<file path="src/rtl/core/rcpcs_pkg.sv">
// ----------------------------------------------------------------------------
// rcpcs_pkg
// Widths, constants, shared types and scaling helpers of the RC pulse
// capture and scale core.
// ----------------------------------------------------------------------------
package rcpcs_pkg;

   // channel layout
   localparam int NUM_CHANNELS_DEF = 5;
   localparam int MAX_LANES        = 5;
   localparam int CH_W             = 3;

   // field widths
   localparam int STAMP_W     = 32;
   localparam int WIDTH_W     = 16;
   localparam int STICK_W     = 11;
   localparam int CAL_W       = 49;
   localparam int CSR_IDX_W   = 3;
   localparam int QUOT_W      = 9;
   localparam int NUM_W       = WIDTH_W + QUOT_W;
   localparam int REQ_TDATA_W = 40;
   localparam int RSP_TDATA_W = 64;

   // stick scale
   localparam logic [STICK_W-1:0] STICK_MID  = 11'd1500;
   localparam logic [STICK_W-1:0] STICK_MIN  = 11'd1000;
   localparam logic [STICK_W-1:0] STICK_MAX  = 11'd2000;
   localparam logic [QUOT_W-1:0]  STICK_SPAN = 9'd500;

   // calibration after reset: low 1000, high 2000, center 1500, not reversed
   localparam logic [CAL_W-1:0] CAL_RESET = {1'b0, 16'd1500, 16'd2000, 16'd1000};

   localparam logic [WIDTH_W-1:0] WIDTH_SAT = '1;

   // divider request and answer
   typedef struct packed {
      logic               start;
      logic [NUM_W-1:0]   num;
      logic [WIDTH_W-1:0] den;
   } div_req_type;

   typedef struct packed {
      logic              done;
      logic [QUOT_W-1:0] quot;
   } div_rsp_type;

   // per-channel setup ahead of the division
   typedef struct packed {
      logic               needed;
      logic               add;
      logic [NUM_W-1:0]   num;
      logic [WIDTH_W-1:0] den;
   } scale_setup_type;

   // clamp width, pick side, form numerator (offset * 500) and divisor
   function automatic scale_setup_type scale_setup(input logic [WIDTH_W-1:0] width,
                                                   input logic [CAL_W-1:0]   cal);
      logic [WIDTH_W-1:0] lo;
      logic [WIDTH_W-1:0] hi;
      logic [WIDTH_W-1:0] ctr;
      logic [WIDTH_W-1:0] wc;
      logic [WIDTH_W-1:0] mag;
      logic               rev;
      scale_setup_type    s;
      lo  = cal[15:0];
      hi  = cal[31:16];
      ctr = cal[47:32];
      rev = cal[48];
      s   = '0;
      if (width < ctr) begin
         wc       = (width < lo) ? lo : width;
         s.needed = (ctr > lo);
         s.den    = ctr - lo;
         mag      = ctr - wc;
         s.add    = rev;
      end else begin
         wc       = (width > hi) ? hi : width;
         s.needed = (width != ctr) && (hi > ctr);
         s.den    = hi - ctr;
         mag      = wc - ctr;
         s.add    = !rev;
      end
      s.num = {{QUOT_W{1'b0}}, mag} * {{WIDTH_W{1'b0}}, STICK_SPAN};
      return s;
   endfunction

   // apply the offset around center and saturate
   function automatic logic [STICK_W-1:0] scale_finish(input logic              add,
                                                       input logic [QUOT_W-1:0] q);
      logic [STICK_W:0] r;
      r = add ? ({1'b0, STICK_MID} + {{(STICK_W+1-QUOT_W){1'b0}}, q})
              : ({1'b0, STICK_MID} - {{(STICK_W+1-QUOT_W){1'b0}}, q});
      if (r < {1'b0, STICK_MIN}) begin
         r = {1'b0, STICK_MIN};
      end
      if (r > {1'b0, STICK_MAX}) begin
         r = {1'b0, STICK_MAX};
      end
      return r[STICK_W-1:0];
   endfunction

endpackage

</file>
<file path="src/rtl/core/rcpcs_capture.sv">
// ----------------------------------------------------------------------------
// rcpcs_capture
// Edge detection on the receiver pins, rise time stamps and saturated
// pulse widths per channel, plus the update mask of the last item.
// ----------------------------------------------------------------------------
module rcpcs_capture #(
   parameter int LANES = rcpcs_pkg::MAX_LANES
) (
   input  logic                                clock,
   input  logic                                reset,
   input  logic                                take,
   input  logic [rcpcs_pkg::MAX_LANES-1:0]     pins,
   input  logic [rcpcs_pkg::STAMP_W-1:0]       now,
   input  logic [rcpcs_pkg::CH_W-1:0]          sel,
   output logic [rcpcs_pkg::WIDTH_W-1:0]       rd_width,
   output logic [rcpcs_pkg::MAX_LANES-1:0]     mask
);

   localparam int SEL_W = (LANES > 1) ? $clog2(LANES) : 1;

   logic                              prior_ff [LANES];
   logic [rcpcs_pkg::STAMP_W-1:0]     stamp_ff [LANES];
   logic [rcpcs_pkg::WIDTH_W-1:0]     width_ff [LANES];
   logic [rcpcs_pkg::WIDTH_W-1:0]     width_in [LANES];
   logic [rcpcs_pkg::MAX_LANES-1:0]   mask_ff;
   logic [rcpcs_pkg::MAX_LANES-1:0]   mask_in;
   logic [rcpcs_pkg::STAMP_W-1:0]     dt;

   // falling edges end a pulse: width is now minus rise stamp, saturated
   always_comb begin
      mask_in = '0;
      dt      = '0;
      for (int k = 0; k < LANES; k++) begin
         mask_in[k]  = !pins[k] && prior_ff[k];
         dt          = now - stamp_ff[k];
         width_in[k] = (dt[rcpcs_pkg::STAMP_W-1:rcpcs_pkg::WIDTH_W] != '0)
                       ? rcpcs_pkg::WIDTH_SAT : dt[rcpcs_pkg::WIDTH_W-1:0];
      end
   end

   // per-channel state
   always_ff @(posedge clock) begin
      if (reset) begin
         for (int k = 0; k < LANES; k++) begin
            prior_ff[k] <= 1'b0;
            stamp_ff[k] <= '0;
            width_ff[k] <= '0;
         end
         mask_ff <= '0;
      end else if (take) begin
         for (int k = 0; k < LANES; k++) begin
            if (pins[k] && !prior_ff[k]) begin
               prior_ff[k] <= 1'b1;
               stamp_ff[k] <= now;
            end else if (mask_in[k]) begin
               prior_ff[k] <= 1'b0;
               width_ff[k] <= width_in[k];
            end
         end
         mask_ff <= mask_in;
      end
   end

   // width read port for the sequencer
   always_comb begin
      rd_width = '0;
      if (sel < rcpcs_pkg::CH_W'(LANES)) begin
         rd_width = width_ff[sel[SEL_W-1:0]];
      end
   end

   assign mask = mask_ff;

endmodule

</file>
<file path="src/rtl/core/rcpcs_div.sv">
// ----------------------------------------------------------------------------
// rcpcs_div
// Restoring divider, one quotient bit per cycle. The quotient is known to
// fit in QUOT_W bits (numerator below divisor * 2^QUOT_W).
// ----------------------------------------------------------------------------
module rcpcs_div (
   input  logic                    clock,
   input  logic                    reset,
   input  rcpcs_pkg::div_req_type  req,
   output rcpcs_pkg::div_rsp_type  rsp
);

   localparam int CNT_W = $clog2(rcpcs_pkg::QUOT_W + 1);

   logic [rcpcs_pkg::NUM_W-1:0]  rem_ff;
   logic [rcpcs_pkg::NUM_W-1:0]  dsh_ff;
   logic [rcpcs_pkg::QUOT_W-1:0] quot_ff;
   logic [CNT_W-1:0]             cnt_ff;
   logic                         busy_ff;
   logic                         done_ff;
   logic [rcpcs_pkg::NUM_W:0]    trial;
   logic                         fits;

   // trial subtraction of the shifted divisor
   assign trial = {1'b0, rem_ff} - {1'b0, dsh_ff};
   assign fits  = !trial[rcpcs_pkg::NUM_W];

   always_ff @(posedge clock) begin
      if (reset) begin
         busy_ff <= 1'b0;
         done_ff <= 1'b0;
         cnt_ff  <= '0;
      end else if (req.start) begin
         rem_ff  <= req.num;
         dsh_ff  <= {1'b0, req.den, {(rcpcs_pkg::QUOT_W-1){1'b0}}};
         quot_ff <= '0;
         cnt_ff  <= CNT_W'(rcpcs_pkg::QUOT_W);
         busy_ff <= 1'b1;
         done_ff <= 1'b0;
      end else if (busy_ff) begin
         if (fits) begin
            rem_ff <= trial[rcpcs_pkg::NUM_W-1:0];
         end
         quot_ff <= {quot_ff[rcpcs_pkg::QUOT_W-2:0], fits};
         dsh_ff  <= dsh_ff >> 1;
         cnt_ff  <= cnt_ff - 1'b1;
         if (cnt_ff == CNT_W'(1)) begin
            busy_ff <= 1'b0;
            done_ff <= 1'b1;
         end
      end else begin
         done_ff <= 1'b0;
      end
   end

   assign rsp.done = done_ff;
   assign rsp.quot = quot_ff;

endmodule

</file>
<file path="src/rtl/core/rc_pulse_capture_and_scale_core.sv">
// ----------------------------------------------------------------------------
// rc_pulse_capture_and_scale_core
// RC receiver pulse-width decoder with calibrated stick scaling.
// ----------------------------------------------------------------------------
// Each accepted item updates the pulse capture of the receiver channels and
// then scales the five stored widths one channel after the other through a
// single shared serial divider (nine quotient steps). A channel that needs a
// division passes through S_SETUP and S_DIV, one that does not is settled in
// S_SETUP alone. req_tready is low from acceptance until the result is loaded
// into the output register, so no new item is taken while one is in work. The
// result sits in an output register, so the core accepts the next item while
// an earlier result waits for rsp_tready, and only holds off finishing an item
// until that register is free. Calibration writes are taken at any time and
// belong while the core is idle. There is no clearing pass after reset.
// ----------------------------------------------------------------------------
module rc_pulse_capture_and_scale_core #(
   parameter int NUM_CHANNELS = rcpcs_pkg::NUM_CHANNELS_DEF
) (
   input  logic                                  clock,
   input  logic                                  reset,
   // input item
   input  logic                                  req_tvalid,
   output logic                                  req_tready,
   input  logic [rcpcs_pkg::REQ_TDATA_W-1:0]     req_tdata,  // pin_levels[4:0], time_us[36:5]
   // result item
   output logic                                  rsp_tvalid,
   input  logic                                  rsp_tready,
   output logic [rcpcs_pkg::RSP_TDATA_W-1:0]     rsp_tdata,  // stick_1..stick_5 [54:0],
                                                             // updated_mask[59:55]
   // calibration writes
   input  logic                                  csr_valid,
   output logic                                  csr_ready,
   input  logic [rcpcs_pkg::CSR_IDX_W-1:0]       csr_index,
   input  logic [rcpcs_pkg::CAL_W-1:0]           csr_data
);

   localparam int LANES = (NUM_CHANNELS < rcpcs_pkg::MAX_LANES) ? NUM_CHANNELS
                                                                : rcpcs_pkg::MAX_LANES;
   localparam int SEL_W = (LANES > 1) ? $clog2(LANES) : 1;

   typedef enum logic [1:0] {
      S_IDLE,
      S_SETUP,
      S_DIV,
      S_OUT
   } state_type;

   state_type                            state_ff;
   logic [rcpcs_pkg::CH_W-1:0]           ch_ff;
   logic                                 add_ff;
   logic [rcpcs_pkg::STICK_W-1:0]        sticks_ff [rcpcs_pkg::MAX_LANES];
   logic [rcpcs_pkg::CAL_W-1:0]          cal_ff [LANES];
   logic                                 rsp_tvalid_ff;
   logic [rcpcs_pkg::RSP_TDATA_W-1:0]    rsp_tdata_ff;
   logic [rcpcs_pkg::RSP_TDATA_W-1:0]    rsp_tdata_in;

   logic                                 take;
   logic                                 out_load;
   logic                                 lane_on;
   logic                                 last_ch;
   logic [rcpcs_pkg::CAL_W-1:0]          cal_sel;
   logic [rcpcs_pkg::WIDTH_W-1:0]        cap_width;
   logic [rcpcs_pkg::MAX_LANES-1:0]      cap_mask;
   rcpcs_pkg::scale_setup_type           setup;
   rcpcs_pkg::div_req_type               div_req;
   rcpcs_pkg::div_rsp_type               div_rsp;

   assign req_tready = (state_ff == S_IDLE);
   assign take       = req_tvalid && req_tready;
   assign out_load   = (state_ff == S_OUT) && (!rsp_tvalid_ff || rsp_tready);
   assign csr_ready  = 1'b1;
   assign rsp_tvalid = rsp_tvalid_ff;
   assign rsp_tdata  = rsp_tdata_ff;

   // pulse capture
   rcpcs_capture #(
      .LANES (LANES)
   ) u_capture (
      .clock    (clock),
      .reset    (reset),
      .take     (take),
      .pins     (req_tdata[rcpcs_pkg::MAX_LANES-1:0]),
      .now      (req_tdata[rcpcs_pkg::MAX_LANES +: rcpcs_pkg::STAMP_W]),
      .sel      (ch_ff),
      .rd_width (cap_width),
      .mask     (cap_mask)
   );

   // calibration registers
   always_ff @(posedge clock) begin
      if (reset) begin
         for (int k = 0; k < LANES; k++) begin
            cal_ff[k] <= rcpcs_pkg::CAL_RESET;
         end
      end else if (csr_valid && (csr_index < rcpcs_pkg::CSR_IDX_W'(LANES))) begin
         cal_ff[csr_index[SEL_W-1:0]] <= csr_data;
      end
   end

   // setup of the current channel
   assign lane_on = (ch_ff < rcpcs_pkg::CH_W'(LANES));
   assign last_ch = (ch_ff == rcpcs_pkg::CH_W'(rcpcs_pkg::MAX_LANES - 1));
   assign cal_sel = lane_on ? cal_ff[ch_ff[SEL_W-1:0]] : rcpcs_pkg::CAL_RESET;
   assign setup   = rcpcs_pkg::scale_setup(cap_width, cal_sel);

   assign div_req.start = (state_ff == S_SETUP) && lane_on && setup.needed;
   assign div_req.num   = setup.num;
   assign div_req.den   = setup.den;

   // shared divider
   rcpcs_div u_div (
      .clock (clock),
      .reset (reset),
      .req   (div_req),
      .rsp   (div_rsp)
   );

   // result packing
   always_comb begin
      rsp_tdata_in = '0;
      for (int k = 0; k < rcpcs_pkg::MAX_LANES; k++) begin
         rsp_tdata_in[k*rcpcs_pkg::STICK_W +: rcpcs_pkg::STICK_W] = sticks_ff[k];
      end
      rsp_tdata_in[rcpcs_pkg::MAX_LANES*rcpcs_pkg::STICK_W +: rcpcs_pkg::MAX_LANES] =
         cap_mask;
   end

   // sequencer over the channels and output register
   always_ff @(posedge clock) begin
      if (reset) begin
         state_ff      <= S_IDLE;
         ch_ff         <= '0;
         rsp_tvalid_ff <= 1'b0;
      end else begin
         // output valid: load a finished item, or drop the one taken
         if (out_load) begin
            rsp_tvalid_ff <= 1'b1;
         end else if (rsp_tvalid_ff && rsp_tready) begin
            rsp_tvalid_ff <= 1'b0;
         end
         case (state_ff)
            S_IDLE: begin
               if (take) begin
                  ch_ff    <= '0;
                  state_ff <= S_SETUP;
               end
            end
            S_SETUP: begin
               if (div_req.start) begin
                  add_ff   <= setup.add;
                  state_ff <= S_DIV;
               end else begin
                  sticks_ff[ch_ff] <= rcpcs_pkg::STICK_MID;
                  if (last_ch) begin
                     state_ff <= S_OUT;
                  end else begin
                     ch_ff <= ch_ff + 1'b1;
                  end
               end
            end
            S_DIV: begin
               if (div_rsp.done) begin
                  sticks_ff[ch_ff] <= rcpcs_pkg::scale_finish(add_ff, div_rsp.quot);
                  if (last_ch) begin
                     state_ff <= S_OUT;
                  end else begin
                     ch_ff    <= ch_ff + 1'b1;
                     state_ff <= S_SETUP;
                  end
               end
            end
            S_OUT: begin
               if (out_load) begin
                  rsp_tdata_ff <= rsp_tdata_in;
                  state_ff     <= S_IDLE;
               end
            end
            default: begin
               state_ff <= S_IDLE;
            end
         endcase
      end
   end

endmodule

</file>
<file path="config.mk">
export PLATFORM = sky130hd
export DESIGN_NAME = rc_pulse_capture_and_scale_core
export DESIGN_NICKNAME = d
export VERILOG_FILES = /design/src/rtl/core/rcpcs_pkg.sv /design/src/rtl/core/rcpcs_capture.sv /design/src/rtl/core/rcpcs_div.sv /design/src/rtl/core/rc_pulse_capture_and_scale_core.sv
export SDC_FILE = /design/constraint.sdc
export NUM_CORES = 2
export LEC_CHECK = 0
export BUFFER_PORTS_ARGS = -buffer_cell sky130_fd_sc_hd__buf_2
export CORE_ASPECT_RATIO = 2
export CORE_UTILIZATION = 35
export DETAILED_ROUTE_END_ITERATION = 8
export PLACE_DENSITY = 0.51
export SYNTH_ARGS = -nofsm -noshare
export SYNTH_HDL_FRONTEND = slang
export SYNTH_SLANG_ARGS = --single-unit
export TNS_END_PERCENT = 1
</file>
<file path="constraint.sdc">
create_clock -name clock -period 14.8 [get_ports clock]
set_clock_uncertainty 0.1 [all_clocks]
set_input_delay 0.74 -clock clock [delete_from_list [all_inputs] [get_ports clock]]
set_output_delay 0.74 -clock clock [all_outputs]
set_load 0.02 [all_outputs]
</file>
# == Word-level counts from Yosys, hierarchy flattened ==
# Memories as Yosys holds them, arrays and structs flattened. A register that Yosys moved wholly into a read port is not among the register bits.
# Index checks and enable logic that the tools add are counted.
# totals
regBits,136
latchBits,0
ram_bits,545
mem_bits_ro,0
inputBits,97
output_inout_bits,67
elab_cells,260
n_memories,5
# classes
n_addsub,14
mul,1
div_mod_pow,0
order_cmp,9
eq_ne,12
n_shift,0
muxes,132
bitwise,23
n_reduce_logical,49
# memory_table
name,depth,width,read_ports,rd_clocked_by_memory_dff,wr,line,source
cal_ff,5,49,1,1,5,rc_pulse_capture_and_scale_core.sv:52,logic [rcpcs_pkg::CAL_W-1:0] cal_ff [LANES];
u_capture.stamp_ff,5,32,5,0,5,rcpcs_capture.sv:22,logic [rcpcs_pkg::STAMP_W-1:0] stamp_ff [LANES];
u_capture.width_ff,5,16,1,1,5,rcpcs_capture.sv:23,logic [rcpcs_pkg::WIDTH_W-1:0] width_ff [LANES];
sticks_ff,5,11,5,5,1,rc_pulse_capture_and_scale_core.sv:51,logic [rcpcs_pkg::STICK_W-1:0] sticks_ff [rcpcs_pkg::MAX_LANES];
u_capture.prior_ff,5,1,5,0,5,rcpcs_capture.sv:21,logic prior_ff [LANES];
# ops
cell,count
$mux 16,15
$mux 32,5
$sub 32x32->32,5
$mux 49,2
$reduce_bool 16->1,5
$mux 25,3
$mux 1,74
$sub 16x16->16,4
$mux 12,5
$mux 11,5
$reduce_or 49->1,1
$gt 16x16->1,3
$mux 24,2
$lt 16x16->1,2
$mux 3,9
$sub 25x24->26,1
$mul 16x7->23 const B,1
$or 1x1->1,21
$logic_and 1x1->1,17
$ne 16x16->1,1
$mux 2,7
$logic_not 1->1,13
$add 11x9->12 const A,1
$gt 12x11->1 const B,1
other kinds (26),37

# == Logic depth before layout (Yosys ltp) ==
# logic_depth
ltp_word,13
ltp_mapped,48
ltp_nobuf,43

# == Modules after synthesis ==
# From an unflattened synthesis, not the netlist that was laid out.
# hier_totals
hier_cells,4561
area_unflattened_um2,51315.5
# modules_own_cells
module,n_inst,cells_each,area_each_um2,seq_area_each_um2
rc_pulse_capture_and_scale_core,1,2092,28091.9,15434.8
rcpcs_capture,1,2039,19179.6,7447.1
rcpcs_div,1,430,4043.9,1861.8

# == Worst setup path before layout ==
# No wires, ideal clock.
# synth_path
kind,register to register
start,register (tool-made name)
end,"register u_div.rem_ff[24] in the netlist's numbering, data pin"
setup_time_ps,268
t_arrival_ps,10952
t_required_ps,14432
slack_ps,3481
path_stages_with_launch,49
n_path_buf,6
period_less_slack_ps,11319
cell_sequence,dfxtp_1 -> buf_2 -> buf_2 -> buf_2 -> buf_2 -> buf_1 -> mux4_2 -> nand2_1 -> nand3_1 -> inv_1 -> ha_1 -> a21o_1 -> a21o_1 -> a21oi_1 -> nor2_1 -> a2111oi_0 -> nor2_1 -> a2111oi_4 -> (+13 left out) -> nor2_1 -> a21oi_1 -> ha_1 -> inv_1 -> fa_1 -> inv_1 -> fa_1 -> fa_1 -> ha_1 -> a21oi_1 -> o21ai_0 -> a2111o_1 -> a31oi_1 -> nor2b_1 -> o21a_1 -> o41a_1 -> xnor2_1 -> mux2i_1
# synth_lines
item,line,source
"end signal, assigned",rcpcs_div.sv:34,rem_ff <= req.num;
"end signal, assigned",rcpcs_div.sv:42,rem_ff <= trial[rcpcs_pkg::NUM_W-1:0];
"end, declared",rcpcs_div.sv:15,logic [rcpcs_pkg::NUM_W-1:0] rem_ff;

==> impl_metrics.csv <==
group,metric,value,unit
cells_and_area,syn_to_final_growth,13.6,%
cts,htree_levels,3,
timing,fin_crit,12.09,ns
logic_synthesis,netlist_area,49400,um^2
logic_synthesis,synth_xor_area_frac,0.0371,
cells_and_area,drive_gt1_frac,0.123,
grt,grt_start_max_net_pins,80,
cts,postCtsResizedCells,0,
placed_design,pre_cts_slack,2.61,ns
setup_path,endpoint_kind,"flip-flop",
logic_synthesis,synth_seq_cells,831,
grt,grt_pass1_wl,218000,um
route,drc,0,
route,top_layer,"met5",
cts,cts.sinks,831,
timing,hold_viol,0,
hold_path,hold_class,"in2reg",
route,wl,147000,um
setup_path,cp-start-kind,"flip-flop",
timing,final.period_utilization,0.817,
timing,timing.setup.tns,0,ns
grt,grt_pass1_vias,35311,
floorplanning,fp.dieW,268,um
logic_synthesis,async_flop_share,0,
floorplanning,core-area,140000,um^2
logic_synthesis,dominantRegCellSynth,"edfxtp_1",
logic_synthesis,synthMuxAreaShare,0.0749,
timing,tightestPinTransition,1.31,ns
placed_design,io_buffers,155,
cts,max-clock-path-buffers,3,
route,avgViaCountPerCell,5.17,
cts,cts_tree,"built",
setup_path,cp_slowest_cell,"dfxtp_4",
logic_synthesis,avgSynthCellArea,11.8,um^2
cts,worstSkewPairLatency,0.73,ns
setup_path,worstPathArrival,12.43,ns
logic_synthesis,synth_top_family_by_area,"simple AND/OR/NAND/NOR gates",
timing,fmax,82.7,MHz
run,max_cap_violations,0,
logic_synthesis,synth_cell_types,82,
logic_synthesis,synth-edff-count,810,
status,status,"finished, final reports clean",
cts,cts_root_buf,"clkbuf_16",
cts,post_cts_buffers,0,
floorplanning,num_rows,194,
timing,relSlewSlack,0.125,
setup_path,cp.required,15.14,ns
timing,setup_viol,0,
placed_design,hpwl,111000,um
cts,numCtsBuffers,81,
hold_path,min_path_cells,1,
route,first_iter_violations,1872,
route,wire_per_inst,22.9,um
floorplanning,io_pins,164,
floorplanning,initial_core_util,0.353,
logic_synthesis,seq_area_frac_synth,0.501,
cts,clkTransAtPathRegs,0.07,ns
route,wl_met2,85300,um
timing,final_max_slew_viol_count,0,
setup_path,rr_worst_depth,41,
route,final_antenna_net_count,0,
route,vias,33330,
timing,rsz0062_at_grt,"no",
grt,grt_usage,0.208,
logic_synthesis,ys_warn_count,0,
route,dr_wl_met3,4880,um
setup_path,critical_path_class,"reg2reg",
logic_synthesis,synth_compound_area_frac,0.115,
route,wl_met1,48000,um
cells_and_area,fin_cells,6446,
route,first_pass_iters,5,
cells_and_area,nets,5021,
grt,grt_antenna_before_repair,22,
logic_synthesis,yosys.area_share.simple,0.121,
logic_synthesis,syn_inst,4197,
timing,timing.final.ws_setup,2.71,ns
floorplanning,die_area,143000,um^2
cts,cts_hold_buf,0,
logic_synthesis,synthAdderAreaFrac,0.113,
placed_design,dp_cells,6291,
setup_path,cpMostUsedCell,"ha_1",
placed_design,gp_congestion,0.917,
floorplanning,die_height,533,um
setup_path,max_stage_delay,0.80,ns
grt,gr-total-overflow,0,
setup_path,cp_max_fo,29,
layer usage:
metal  GRT usage  vias to the layer above
met2       0.425                      703
met4       0.116                       12
met1       0.189                    16370
met5           0                        -
li1            -                    15922
met3      0.0296                      323
state kept, by name, summed over array words and instances, names as in the netlist, named ones only:
register,cells
u_div.cnt_ff,4
u_div.quot_ff,9
state_ff,2
cal_ff,392
sticks_ff,55
add_ff,1
u_div.done_ff,1
u_capture.prior_ff,5
u_div.rem_ff,25
u_div.dsh_ff,24
ch_ff,3
rsp_tvalid,1
rsp_tdata,60
u_capture.width_ff,80
u_capture.stamp_ff,160
u_capture.mask,5
u_div.busy_ff,1
cell usage in the layout, fill, tap and decap left out, drive strengths merged, types with 14 or more instances in the layout:
| cell type | n |
|---|---|
| a31oi | 34 |
| nand2b | 153 |
| bufinv | 14 |
| a21oi | 307 |
| dfxtp | 21 |
| inv | 353 |
| nand4 | 38 |
| buf | 215 |
| nor2 | 209 |
| xnor2 | 129 |
| mux4 | 114 |
| nor3 | 61 |
| nor2b | 63 |
| mux2i | 60 |
| ha | 354 |
| clkinv | 27 |
| edfxtp | 810 |
| nand2 | 217 |
| o21ai | 188 |
| o31ai | 17 |
| clkbuf | 98 |
| a21o | 86 |
| mux2 | 47 |
| o211ai | 28 |
| conb | 152 |
| or3 | 34 |
| o22ai | 14 |
| nor4 | 20 |
| nand3 | 79 |
| a211oi | 28 |
| o21a | 47 |
| and2 | 213 |
| xor2 | 80 |
| o21bai | 28 |
| fa | 58 |
| and3 | 16 |
worst max-delay path: cells and delay by family, from the launching register on:
kind,cells,cell delay (ns)
xor gates and xnor gates,2,0.28
muxes,4,1.31
adders and majority gates,7,2.69
and+or+nand+nor,8,1.05
DFF,1,0.80
buffers and inverters,4,0.97
AOI/OAI and AO/OA,16,4.49
synthesized netlist by cell type, types with 6 or more instances:
library cell	count	area [um^2]
o21ai_0	187	936
nor2_1	209	785
o221ai_1	6	52.6
nand4_1	38	238
o31ai_1	16	120
edfxtp_1	810	24300
a21boi_0	12	90.1
nand3b_1	9	67.6
o21a_1	47	353
a311oi_1	7	61.3
xor2_1	80	701
o31a_1	8	70.1
nor3b_1	6	45.0
inv_1	350	1310
or2_2	12	75.1
fa_1	58	1160
xnor2_1	129	1130
o21bai_1	28	210
ha_1	354	4430
nor4_1	18	113
o22ai_1	14	87.6
a21oi_1	307	1540
buf_2	11	55.1
and3_1	16	100
nor2b_1	63	394
nand2b_1	153	957
a21o_1	85	638
mux2i_1	60	601
clkbuf_1	93	349
dfxtp_1	21	420
nor3_1	61	305
a211oi_1	28	210
a211o_1	12	105
nand3_1	79	395
and2_1	213	1330
nand2_1	217	815
o211ai_1	28	210
a31oi_1	34	213
buf_1	23	86.3
a31o_2	7	61.3
a2111oi_0	8	70.1
mux4_2	114	2570
or3_1	34	213
mux2_2	47	529
through the flow:
stage          utilization  instance area (um^2)  hold WS (ns)
2_1_floorplan            -                 49900         0.300
3_3_place_gp         0.380                 53100         0.302
3_5_place_dp         0.380                 53100         0.305
4_1_cts              0.401                 56100         0.124
5_1_grt              0.401                 56100         0.160
6_report             0.401                 56100         0.186
path summary, 6_finish.rpt:
path | start | endpoint | slack, ns
max | flip-flop | u_div.rem_ff[24]$_DFFE_PP_ | 2.71
min | csr_data[21] | cal_ff[7][21]$_DFFE_PP_ | 0.19
max reg2reg | flip-flop | u_div.rem_ff[24]$_DFFE_PP_ | 2.71
min reg2reg | sticks_ff[4][5]$_DFFE_PP_ | rsp_tdata[49]$_DFFE_PP_ | 0.31
kinds of logic (layout without fill, tap and decap cells):
logic type | count (synthesis) | count (layout)
AND/OR/NAND/NOR | 1143 | 1143
AO/OA/AOI/OAI | 896 | 896
flip-flops | 831 | 831
buffers and inverters | 483 | 713
adder cells (fa/ha/maj) | 412 | 412
multiplexers | 221 | 221
XOR/XNOR | 209 | 209
other | 2 | 159
area by class of cell:
class	instances	area (um^2)
Antenna cell	7	17.5
Clock buffer	98	2130
Clock inverter	50	788
Fill cell	13600	83700
Inverter	350	1310
Multi-Input combinational cell	3033	23500
Sequential cell	831	24800
Tap cell	1862	2330
Timing Repair Buffer	215	1260
Power is left out: the tool's default activity adds up to more than one toggle a clock period on the data nets, which glitch-free logic cannot reach.
